<file path="src/rtl/ntc_pkg.sv">
// Package for the numeric type converter: type codes, payload structs,
// and the conversion functions used by the back stage.
// No dependencies.
package ntc_pkg;

    typedef enum logic [1:0] {
        TYPE_FP16  = 2'd0,
        TYPE_FP32  = 2'd1,
        TYPE_INT32 = 2'd2,
        TYPE_INT64 = 2'd3
    } num_type_t;

    typedef enum logic [2:0] {
        OP_F32_F16 = 3'd0,
        OP_F16_F32 = 3'd1,
        OP_F32_INT = 3'd2,
        OP_INT_F32 = 3'd3,
        OP_COPY    = 3'd4,
        OP_UNSUP   = 3'd5
    } conv_op_t;

    localparam logic [0:0] CFG_SOURCE_TYPE = 1'b0;
    localparam logic [0:0] CFG_DEST_TYPE   = 1'b1;

    typedef struct packed {
        logic [63:0] element_bits;
        logic        last_in;
    } in_word_t;

    typedef struct packed {
        logic [63:0] result_bits;
        logic        unsupported;
        logic        last_out;
    } out_word_t;

    // front to back: masked operand plus decoded op
    typedef struct packed {
        conv_op_t    op;
        logic        is64;
        logic [63:0] x;
        logic        last;
    } job_t;

    function automatic logic [15:0] f32_to_f16(input logic [31:0] f);
        logic [15:0] s;
        logic [7:0]  e;
        logic [22:0] m;
        logic [15:0] h;
        logic [12:0] rem;
        logic [4:0]  sh;
        logic [24:0] sig;
        logic [24:0] keep;
        logic [24:0] rmask;
        logic [24:0] r;
        logic [24:0] half;
        s = {f[31], 15'd0};
        e = f[30:23];
        m = f[22:0];
        h = '0;
        rem = m[12:0];
        sh = '0;
        sig = '0;
        keep = '0;
        rmask = '0;
        r = '0;
        half = '0;
        if (e == 8'd255)
        begin
            h = (m != 0) ? (s | 16'h7E00 | {6'd0, m[22:13]}) : (s | 16'h7C00);
        end
        else if (e >= 8'd143)
        begin
            h = s | 16'h7C00;
        end
        else if (e >= 8'd113)
        begin
            h = {1'b0, 5'(e - 8'd112), m[22:13]};
            if (rem > 13'h1000 || (rem == 13'h1000 && h[0]))
                h = h + 16'd1;
            h = s | h;
        end
        else if (e == 8'd0 || e < 8'd102)
        begin
            h = s;
        end
        else
        begin
            sh = 5'(8'd126 - e);
            sig = {2'b01, m};
            keep = sig >> sh;
            rmask = (25'd1 << sh) - 25'd1;
            r = sig & rmask;
            half = 25'd1 << (sh - 5'd1);
            if (r > half || (r == half && keep[0]))
                keep = keep + 25'd1;
            h = s | keep[15:0];
        end
        return h;
    endfunction

    function automatic logic [31:0] f16_to_f32(input logic [15:0] hv);
        logic [31:0] o;
        logic [4:0]  e;
        logic [9:0]  m;
        logic [3:0]  lz;
        logic [10:0] mm;
        e = hv[14:10];
        m = hv[9:0];
        o = {hv[15], 31'd0};
        lz = '0;
        mm = '0;
        if (e == 5'd31)
            o = o | 32'h7F800000 | {9'd0, m, 13'd0} | ((m != 0) ? 32'h400000 : 32'd0);
        else if (e == 5'd0)
        begin
            if (m != 0)
            begin
                for (int i = 0; i < 10; i++)
                    if (m[i])
                        lz = 4'(9 - i);
                mm = {1'b0, m} << (lz + 4'd1);
                o = o | {1'b0, 8'(8'd113 - 8'(lz) - 8'd1), mm[9:0], 13'd0};
            end
        end
        else
            o = o | {1'b0, 8'({3'd0, e} + 8'd112), m, 13'd0};
        return o;
    endfunction

endpackage

</file>
<file path="src/rtl/numeric_type_converter_unit.sv">
// Path: the input word is written into the queue at the accepting edge,
// then passes through the two back stages to the output registers.
// Throughput: one word per cycle; the two-entry queue and back-stage
// registers let either side stall independently.
// Reset: rst_n async active low; source_type resets to fp32, dest_type to fp16.
// Config port always ready; depends on ntc_pkg, ntc_front, ntc_queue, ntc_back.
module numeric_type_converter_unit
(
    input  logic                clk,
    input  logic                rst_n,
    input  logic                cfg_valid,
    output logic                cfg_ready,
    input  logic [0:0]          cfg_index,
    input  logic [1:0]          cfg_data,
    input  logic                in_valid,
    output logic                in_ready,
    input  ntc_pkg::in_word_t   in_word,
    output logic                out_valid,
    input  logic                out_ready,
    output ntc_pkg::out_word_t  out_word
);
    logic          fq_valid;
    logic          fq_ready;
    ntc_pkg::job_t fq_job;
    logic          qb_valid;
    logic          qb_ready;
    ntc_pkg::job_t qb_job;

    ntc_front u_front
    (
        .clk(clk), .rst_n(rst_n),
        .cfg_valid(cfg_valid), .cfg_ready(cfg_ready),
        .cfg_index(cfg_index), .cfg_data(cfg_data),
        .in_valid(in_valid), .in_ready(in_ready), .in_word(in_word),
        .job_valid(fq_valid), .job_ready(fq_ready), .job(fq_job)
    );

    ntc_queue u_queue
    (
        .clk(clk), .rst_n(rst_n),
        .wr_valid(fq_valid), .wr_ready(fq_ready), .wr_job(fq_job),
        .rd_valid(qb_valid), .rd_ready(qb_ready), .rd_job(qb_job)
    );

    ntc_back u_back
    (
        .clk(clk), .rst_n(rst_n),
        .job_valid(qb_valid), .job_ready(qb_ready), .job(qb_job),
        .out_valid(out_valid), .out_ready(out_ready), .out_word(out_word)
    );
endmodule

</file>
<file path="src/rtl/ntc_front.sv">
// Front stage: holds config, masks and classifies each input word.
// Depends on ntc_pkg.
module ntc_front
(
    input  logic              clk,
    input  logic              rst_n,
    input  logic              cfg_valid,
    output logic              cfg_ready,
    input  logic [0:0]        cfg_index,
    input  logic [1:0]        cfg_data,
    input  logic              in_valid,
    output logic              in_ready,
    input  ntc_pkg::in_word_t in_word,
    output logic              job_valid,
    input  logic              job_ready,
    output ntc_pkg::job_t     job
);
    logic [1:0] src_reg;
    logic [1:0] dst_reg;
    ntc_pkg::job_t job_next;

    assign cfg_ready = 1'b1;
    assign in_ready = job_ready;
    assign job_valid = in_valid;
    assign job = job_next;

    always_ff @(posedge clk or negedge rst_n)
    begin
        if (!rst_n)
        begin
            src_reg <= ntc_pkg::TYPE_FP32;
            dst_reg <= ntc_pkg::TYPE_FP16;
        end
        else if (cfg_valid)
        begin
            if (cfg_index == ntc_pkg::CFG_SOURCE_TYPE)
                src_reg <= cfg_data;
            else
                dst_reg <= cfg_data;
        end
    end

    always_comb
    begin
        job_next.last = in_word.last_in;
        job_next.is64 = (dst_reg == ntc_pkg::TYPE_INT64) || (src_reg == ntc_pkg::TYPE_INT64);
        job_next.x = in_word.element_bits;
        case (src_reg)
            ntc_pkg::TYPE_FP16:  job_next.x = {48'd0, in_word.element_bits[15:0]};
            ntc_pkg::TYPE_FP32:  job_next.x = {32'd0, in_word.element_bits[31:0]};
            ntc_pkg::TYPE_INT32: job_next.x = {{32{in_word.element_bits[31]}},
                                               in_word.element_bits[31:0]};
            default:             job_next.x = in_word.element_bits;
        endcase
        if (src_reg == ntc_pkg::TYPE_FP32 && dst_reg == ntc_pkg::TYPE_FP16)
            job_next.op = ntc_pkg::OP_F32_F16;
        else if (src_reg == ntc_pkg::TYPE_FP16 && dst_reg == ntc_pkg::TYPE_FP32)
            job_next.op = ntc_pkg::OP_F16_F32;
        else if (src_reg == ntc_pkg::TYPE_FP32 && dst_reg[1])
            job_next.op = ntc_pkg::OP_F32_INT;
        else if (src_reg[1] && dst_reg == ntc_pkg::TYPE_FP32)
            job_next.op = ntc_pkg::OP_INT_F32;
        else if (src_reg == dst_reg)
            job_next.op = ntc_pkg::OP_COPY;
        else
            job_next.op = ntc_pkg::OP_UNSUP;
    end
endmodule

</file>
<file path="src/rtl/ntc_queue.sv">
// Two-entry queue between front and back stages.
// Depends on ntc_pkg.
module ntc_queue
(
    input  logic          clk,
    input  logic          rst_n,
    input  logic          wr_valid,
    output logic          wr_ready,
    input  ntc_pkg::job_t wr_job,
    output logic          rd_valid,
    input  logic          rd_ready,
    output ntc_pkg::job_t rd_job
);
    ntc_pkg::job_t mem_reg [2];
    logic       wp_reg;
    logic       rp_reg;
    logic [1:0] cnt_reg;
    logic       wr_fire;
    logic       rd_fire;

    assign wr_ready = cnt_reg != 2'd2;
    assign rd_valid = cnt_reg != 2'd0;
    assign rd_job = mem_reg[rp_reg];
    assign wr_fire = wr_valid && wr_ready;
    assign rd_fire = rd_valid && rd_ready;

    always_ff @(posedge clk)
    begin
        if (wr_fire)
            mem_reg[wp_reg] <= wr_job;
    end

    always_ff @(posedge clk or negedge rst_n)
    begin
        if (!rst_n)
        begin
            wp_reg <= 1'b0;
            rp_reg <= 1'b0;
            cnt_reg <= 2'd0;
        end
        else
        begin
            if (wr_fire)
                wp_reg <= !wp_reg;
            if (rd_fire)
                rp_reg <= !rp_reg;
            cnt_reg <= cnt_reg + 2'(wr_fire) - 2'(rd_fire);
        end
    end
endmodule

</file>
<file path="src/rtl/ntc_back.sv">
// Back stage: two-step pipeline (normalize/shift, then round) into output regs.
// Depends on ntc_pkg.
module ntc_back
(
    input  logic               clk,
    input  logic               rst_n,
    input  logic               job_valid,
    output logic               job_ready,
    input  ntc_pkg::job_t      job,
    output logic               out_valid,
    input  logic               out_ready,
    output ntc_pkg::out_word_t out_word
);
    typedef struct packed {
        logic        rnd;       // needs int-to-float rounding in stage 2
        logic [31:0] bits;
        logic        inc;
        logic [63:0] res;
        logic        unsup;
        logic        last;
    } conv_res_t;

    // stage 1 and stage 2 registers, and advance enables
    logic        v1_reg;
    conv_res_t   r1_reg;
    logic        v2_reg;
    ntc_pkg::out_word_t o2_reg;
    logic        adv2;
    logic        adv1;

    conv_res_t   r1_next;
    logic        neg;
    logic [63:0] mag;
    logic [5:0]  p;
    logic [5:0]  sh;
    logic [63:0] keep;
    logic [63:0] rem;
    logic [63:0] half;
    logic [7:0]  e;
    logic [63:0] sig;
    logic [63:0] imag;
    logic [63:0] minv;
    logic [5:0]  wm1;

    assign adv2 = !v2_reg || out_ready;
    assign adv1 = !v1_reg || adv2;
    assign job_ready = adv1;
    assign out_valid = v2_reg;
    assign out_word = o2_reg;

    always_comb
    begin
        r1_next = '0;
        r1_next.last = job.last;
        neg = job.x[63];
        mag = neg ? (64'd0 - job.x) : job.x;
        p = '0;
        for (int i = 0; i < 64; i++)
            if (mag[i])
                p = 6'(i);
        sh = '0;
        keep = '0;
        rem = '0;
        half = '0;
        e = job.x[30:23];
        sig = {40'd0, 1'b1, job.x[22:0]};
        imag = '0;
        wm1 = job.is64 ? 6'd63 : 6'd31;
        minv = job.is64 ? 64'h8000000000000000 : 64'h80000000;
        case (job.op)
            ntc_pkg::OP_F32_F16: r1_next.res = {48'd0, ntc_pkg::f32_to_f16(job.x[31:0])};
            ntc_pkg::OP_F16_F32: r1_next.res = {32'd0, ntc_pkg::f16_to_f32(job.x[15:0])};
            ntc_pkg::OP_COPY:    r1_next.res = job.is64 ? job.x
                                             : (job.x & {32'd0, 32'hFFFFFFFF});
            ntc_pkg::OP_UNSUP:   r1_next.unsup = 1'b1;
            ntc_pkg::OP_F32_INT:
            begin
                if (e == 8'd255 && job.x[22:0] != 0)
                    r1_next.res = '0;
                else if (e < 8'd127)
                    r1_next.res = '0;
                else if ({2'd0, 6'(e - 8'd127)} >= {2'd0, wm1} || e >= 8'd191)
                    r1_next.res = job.x[31] ? minv : (minv - 64'd1);
                else
                begin
                    if (e >= 8'd150)
                        imag = sig << 6'(e - 8'd150);
                    else
                        imag = sig >> 6'(8'd150 - e);
                    r1_next.res = job.x[31] ? (64'd0 - imag) : imag;
                    if (!job.is64)
                        r1_next.res[63:32] = '0;
                end
            end
            default:
            begin
                if (mag != 0)
                begin
                    r1_next.rnd = 1'b1;
                    if (p <= 6'd23)
                        r1_next.bits = {neg, 8'({2'd0, p} + 8'd127),
                                        23'(mag << (6'd23 - p))};
                    else
                    begin
                        sh = p - 6'd23;
                        keep = mag >> sh;
                        rem = mag & ((64'd1 << sh) - 64'd1);
                        half = 64'd1 << (sh - 6'd1);
                        r1_next.bits = {neg, 8'({2'd0, p} + 8'd127), keep[22:0]};
                        r1_next.inc = rem > half || (rem == half && keep[0]);
                    end
                end
            end
        endcase
    end

    always_ff @(posedge clk)
    begin
        if (adv1 && job_valid)
            r1_reg <= r1_next;
        if (adv2 && v1_reg)
        begin
            o2_reg.last_out <= r1_reg.last;
            o2_reg.unsupported <= r1_reg.unsup;
            if (r1_reg.rnd)
                o2_reg.result_bits <= {32'd0, {1'b0, r1_reg.bits[30:0]} + 32'(r1_reg.inc)
                                       | {r1_reg.bits[31], 31'd0}};
            else
                o2_reg.result_bits <= r1_reg.res;
        end
    end

    always_ff @(posedge clk or negedge rst_n)
    begin
        if (!rst_n)
        begin
            v1_reg <= 1'b0;
            v2_reg <= 1'b0;
        end
        else
        begin
            if (adv1)
                v1_reg <= job_valid;
            if (adv2)
                v2_reg <= v1_reg;
        end
    end
endmodule

</file>
<file path="config.mk">
export PLATFORM = sky130hd
export DESIGN_NAME = numeric_type_converter_unit
export DESIGN_NICKNAME = d
export VERILOG_FILES = /design/src/rtl/ntc_pkg.sv /design/src/rtl/numeric_type_converter_unit.sv /design/src/rtl/ntc_front.sv /design/src/rtl/ntc_queue.sv /design/src/rtl/ntc_back.sv
export SDC_FILE = /design/constraint.sdc
export NUM_CORES = 2
export LEC_CHECK = 0
export BUFFER_PORTS_ARGS = -buffer_cell sky130_fd_sc_hd__clkbuf_2
export CAP_MARGIN = 20
export CORE_MARGIN = 2
export CORE_UTILIZATION = 30
export DETAILED_ROUTE_END_ITERATION = 10
export PLACE_DENSITY = 0.43
export SLEW_MARGIN = 10
export SYNTH_ARGS = -nofsm -noshare
export SYNTH_HDL_FRONTEND = slang
export SYNTH_SLANG_ARGS = --single-unit
</file>
<file path="constraint.sdc">
create_clock -name clk -period 12.8 [get_ports clk]
set_clock_uncertainty 0.2 [all_clocks]
set_input_delay 0.64 -clock clk [delete_from_list [all_inputs] [get_ports clk]]
set_output_delay 0.64 -clock clk [all_outputs]
set_load 0.02 [all_outputs]
</file>
==> summary.md <==
| Metric | Value |
|---|---|
| Hold path depth | 1 |
| Clk pin slew, worst setup/hold paths | 0.08 ns |
| Post-Syn Instances | 4,114 |
| Routed Antenna Nets | 0 |
| Crit path launch type | flip-flop |
| Final period util | 92.4% |
| Worst skew pair latency | 0.60 ns |
| Final hold viol count | 0 |
| WL/cell | 32.3 um |
| Ports | 142 |
| CP Data Required Time | 12.96 ns |
| Die Ht | 347 um |
| Crit path time final | 11.83 ns |
| Met1 Wirelength | 83,400 um |
| Largest family of logic cells by synthesized area | compound AO/OA/AOI/OAI gates |
| Post-synth top area share | 25.8% |
| Layout area overhead | 12.2% |
| Max reg flops | 138 |
| Synth Area in Compound Gates | 22.0% |
| Highest metal used | met5 |
| RSZ-0062 raised after global routing | false |
| Global-route wire length before repair | 263,000 um |
| Slew Viols, Final | 0 |
| Pre-antenna DRT Iters | 6 |
| Final TNS setup | 0 ns |
| # rows | 125 |
| Slew margin rel. | 21.6% |
| Yosys reg bits | 314 |
| Initial core utilization | 30.4% |
| Synth Area in XOR/XNOR | 5.67% |
| Cell accounting for the most synthesized area | edfxtp_1 |
| Die width | 347 um |
| Routed WL | 186,000 um |
| Final setup viols | 0 |
| Crit path capture type | flip-flop |
| Post-CTS setup buffers | 0 |
| Final Instance Count excl. Fillers | 5,751 |
| Post-layout util | 34.1% |
| Worst path top cell family by delay | compound AO/OA/AOI/OAI gates |
| PortBufs | 140 |
| Critical Path Stages | 36 |
| Final nets | 4,393 |
| Ys async rst share | 3.18% |
| Initial antenna violation count | 11 |
| Overflow left after global routing | 0 |
| Die area | 121,000 um2 |
| Total track usage | 29.9% |
| Clk sinks | 314 |
| CP max stage delay | 0.86 ns |
| Share of layout cells above drive strength 1 | 16.4% |
| Post-Syn Area | 35,400 um2 |
| Cell mode on critical path | o21ai_0 |
| DR iter-0 viols | 4,965 |
| Core Area | 117,000 um2 |
| CP Buf/Inv Count | 3 |
| Arrival time at the worst endpoint | 11.98 ns |
| Place WS | 1.19 ns |
| Gpl congestion | 1.03 |
| DR vias | 36,400 |
| Syn_nets | 4,313 |
| # resized after CTS | 0 |
| CTS tree | done |
| CP max FO | 52 |
| Fmax | 84.6 MHz |
| Hold-fix buffers, CTS | 1 |
| DPL Wire Length | 146,000 um |
| Max-cap violations | 0 |
| Yosys cell types | 112 |
| Avg Inst Size Synth | 8.60 um2 |
| Reg2Reg Depth | 36 |
| Worst-Margin Slew | 1.15 ns |
| Fill cells | 12,200 |
| Crit-path slowest cell | mux2i_2 |
| Setup ws final | 0.975 ns |
| Met3 WL | 18,500 um |
| Post-synthesis mux area share | 16.4% |
| Max H-tree Level | 2 |
| Top_reg_cell synth | edfxtp_1 |
| CTS Buf Count | 39 |
| Synth Area in Adders | 4.46% |
| Status | finished, final reports clean |
| Hold Path Class | in2reg |
| Seq/Total Area, Yosys | 26.5% |
| EDFF count, synth | 304 |
| Placed Cells | 5,672 |
| Simple-gate share of the synthesized area | 20.8% |
| Via density | 6.33 |
| Met2 routed WL | 76,400 um |
| Root Buffer | clkbuf_16 |
| Vias in the first global route | 33,800 |
| Synth area leaders | edfxtp_1 26%, mux2i_1 7.0%, mux4_2 6.6% |
| DRC | 0 |
| Largest net degree at the start of global routing | 90 |
| Critical path type | reg2reg |
| CTS Buffer Depth | 3 |
| Synthesis Warnings | 0 |
==> path summary, 6_finish.rpt <==
kind / start / to / slack (ns)
setup / recovery: u_queue.rp_reg / u_back.r1_reg[66] / 0.97
hold / removal: in_word[15] / u_queue.mem_reg[1][15] / 0.05
setup reg to reg: u_queue.rp_reg / u_back.r1_reg[66] / 0.97
hold reg to reg: u_back.r1_reg[0] / u_back.out_word[0] / 0.24
max in group asynchronous: rst_n / u_front.src_reg[0] / 11.85
min in group asynchronous: rst_n / u_queue.rp_reg / 0.27
==> layout make-up <==
type	count	area, um2	area share (%)
timing repair buffer	317	2040	5.15
antenna	4	10.0	0.0252
inverter	63	236	0.596
clock inverter	28	254	0.640
clock buffer	42	987	2.49
multi-input combinational	3459	24900	62.7
tap	1524	1910	4.80
sequential	314	9380	23.6
==> layer usage <==
layer / track usage (%) / vias to the layer above
met2: 42.6 / 2068
met5: 0 / -
met4: 10.8 / 8
met3: 6.40 / 319
li1: - / 16000
met1: 43.8 / 18000
==> cells in the mapped netlist, types with 14 or more instances <==
cell type	count
nand2_1	394
nor2_1	387
a21oi_1	309
edfxtp_1	304
o21ai_0	249
mux2i_1	246
clkbuf_1	188
xnor2_1	154
nor3_1	143
nand3_1	133
ha_1	126
mux4_2	104
nor2b_1	76
xor2_1	73
mux2_2	72
nand4_1	67
a21o_1	64
inv_1	54
o211ai_1	53
nor4_1	52
o221ai_1	50
a31oi_1	48
and2_1	42
and3_1	42
buf_2	42
o22ai_1	40
a211oi_1	35
a22oi_1	34
buf_1	27
or3_1	25
o21a_1	24
o31ai_1	24
nand2b_1	22
or2_2	19
o32ai_1	16
a2111oi_0	15
a211o_1	15
o2111ai_1	15
or4_1	15
a21boi_0	14
==> metrics by stage <==
step                      hold slack, ns  cell area [um2]
after floorplan                    0.144            35400
after global placement             0.219            38400
after detailed placement           0.224            38400
after CTS                         0.0254            39600
after global routing              0.0368            39700
final                             0.0510            39700
==> cells by family (layout without fill, tap and decap cells) <==
group	after synthesis	count (layout)
AO/OA/AOI/OAI	1176	1176
XOR/XNOR	228	228
adder cells (fa/ha/maj)	126	126
buffers and inverters	341	450
flip-flops	314	314
multiplexers	433	433
other	1	5
AND/OR/NAND/NOR	1495	1495
==> cells in the final DEF, fill, tap and decap left out, types with 72 or more instances in the layout <==
master | synthesis | routed
mux2i_1 | 246 | 220
mux4_2 | 104 | 104
edfxtp_1 | 304 | 304
clkbuf_2 | 0 | 140
mux2_2 | 72 | 72
ha_1 | 126 | 125
o21ai_0 | 249 | 249
a21oi_1 | 309 | 307
nor2_1 | 387 | 383
buf_4 | 13 | 172
nor3_1 | 143 | 143
nor2b_1 | 76 | 76
nand2_1 | 394 | 391
nand3_1 | 133 | 133
xnor2_1 | 154 | 144
Power is not shown: default switching activity piles up to over one toggle a cycle in this logic, so the estimate is an artifact.
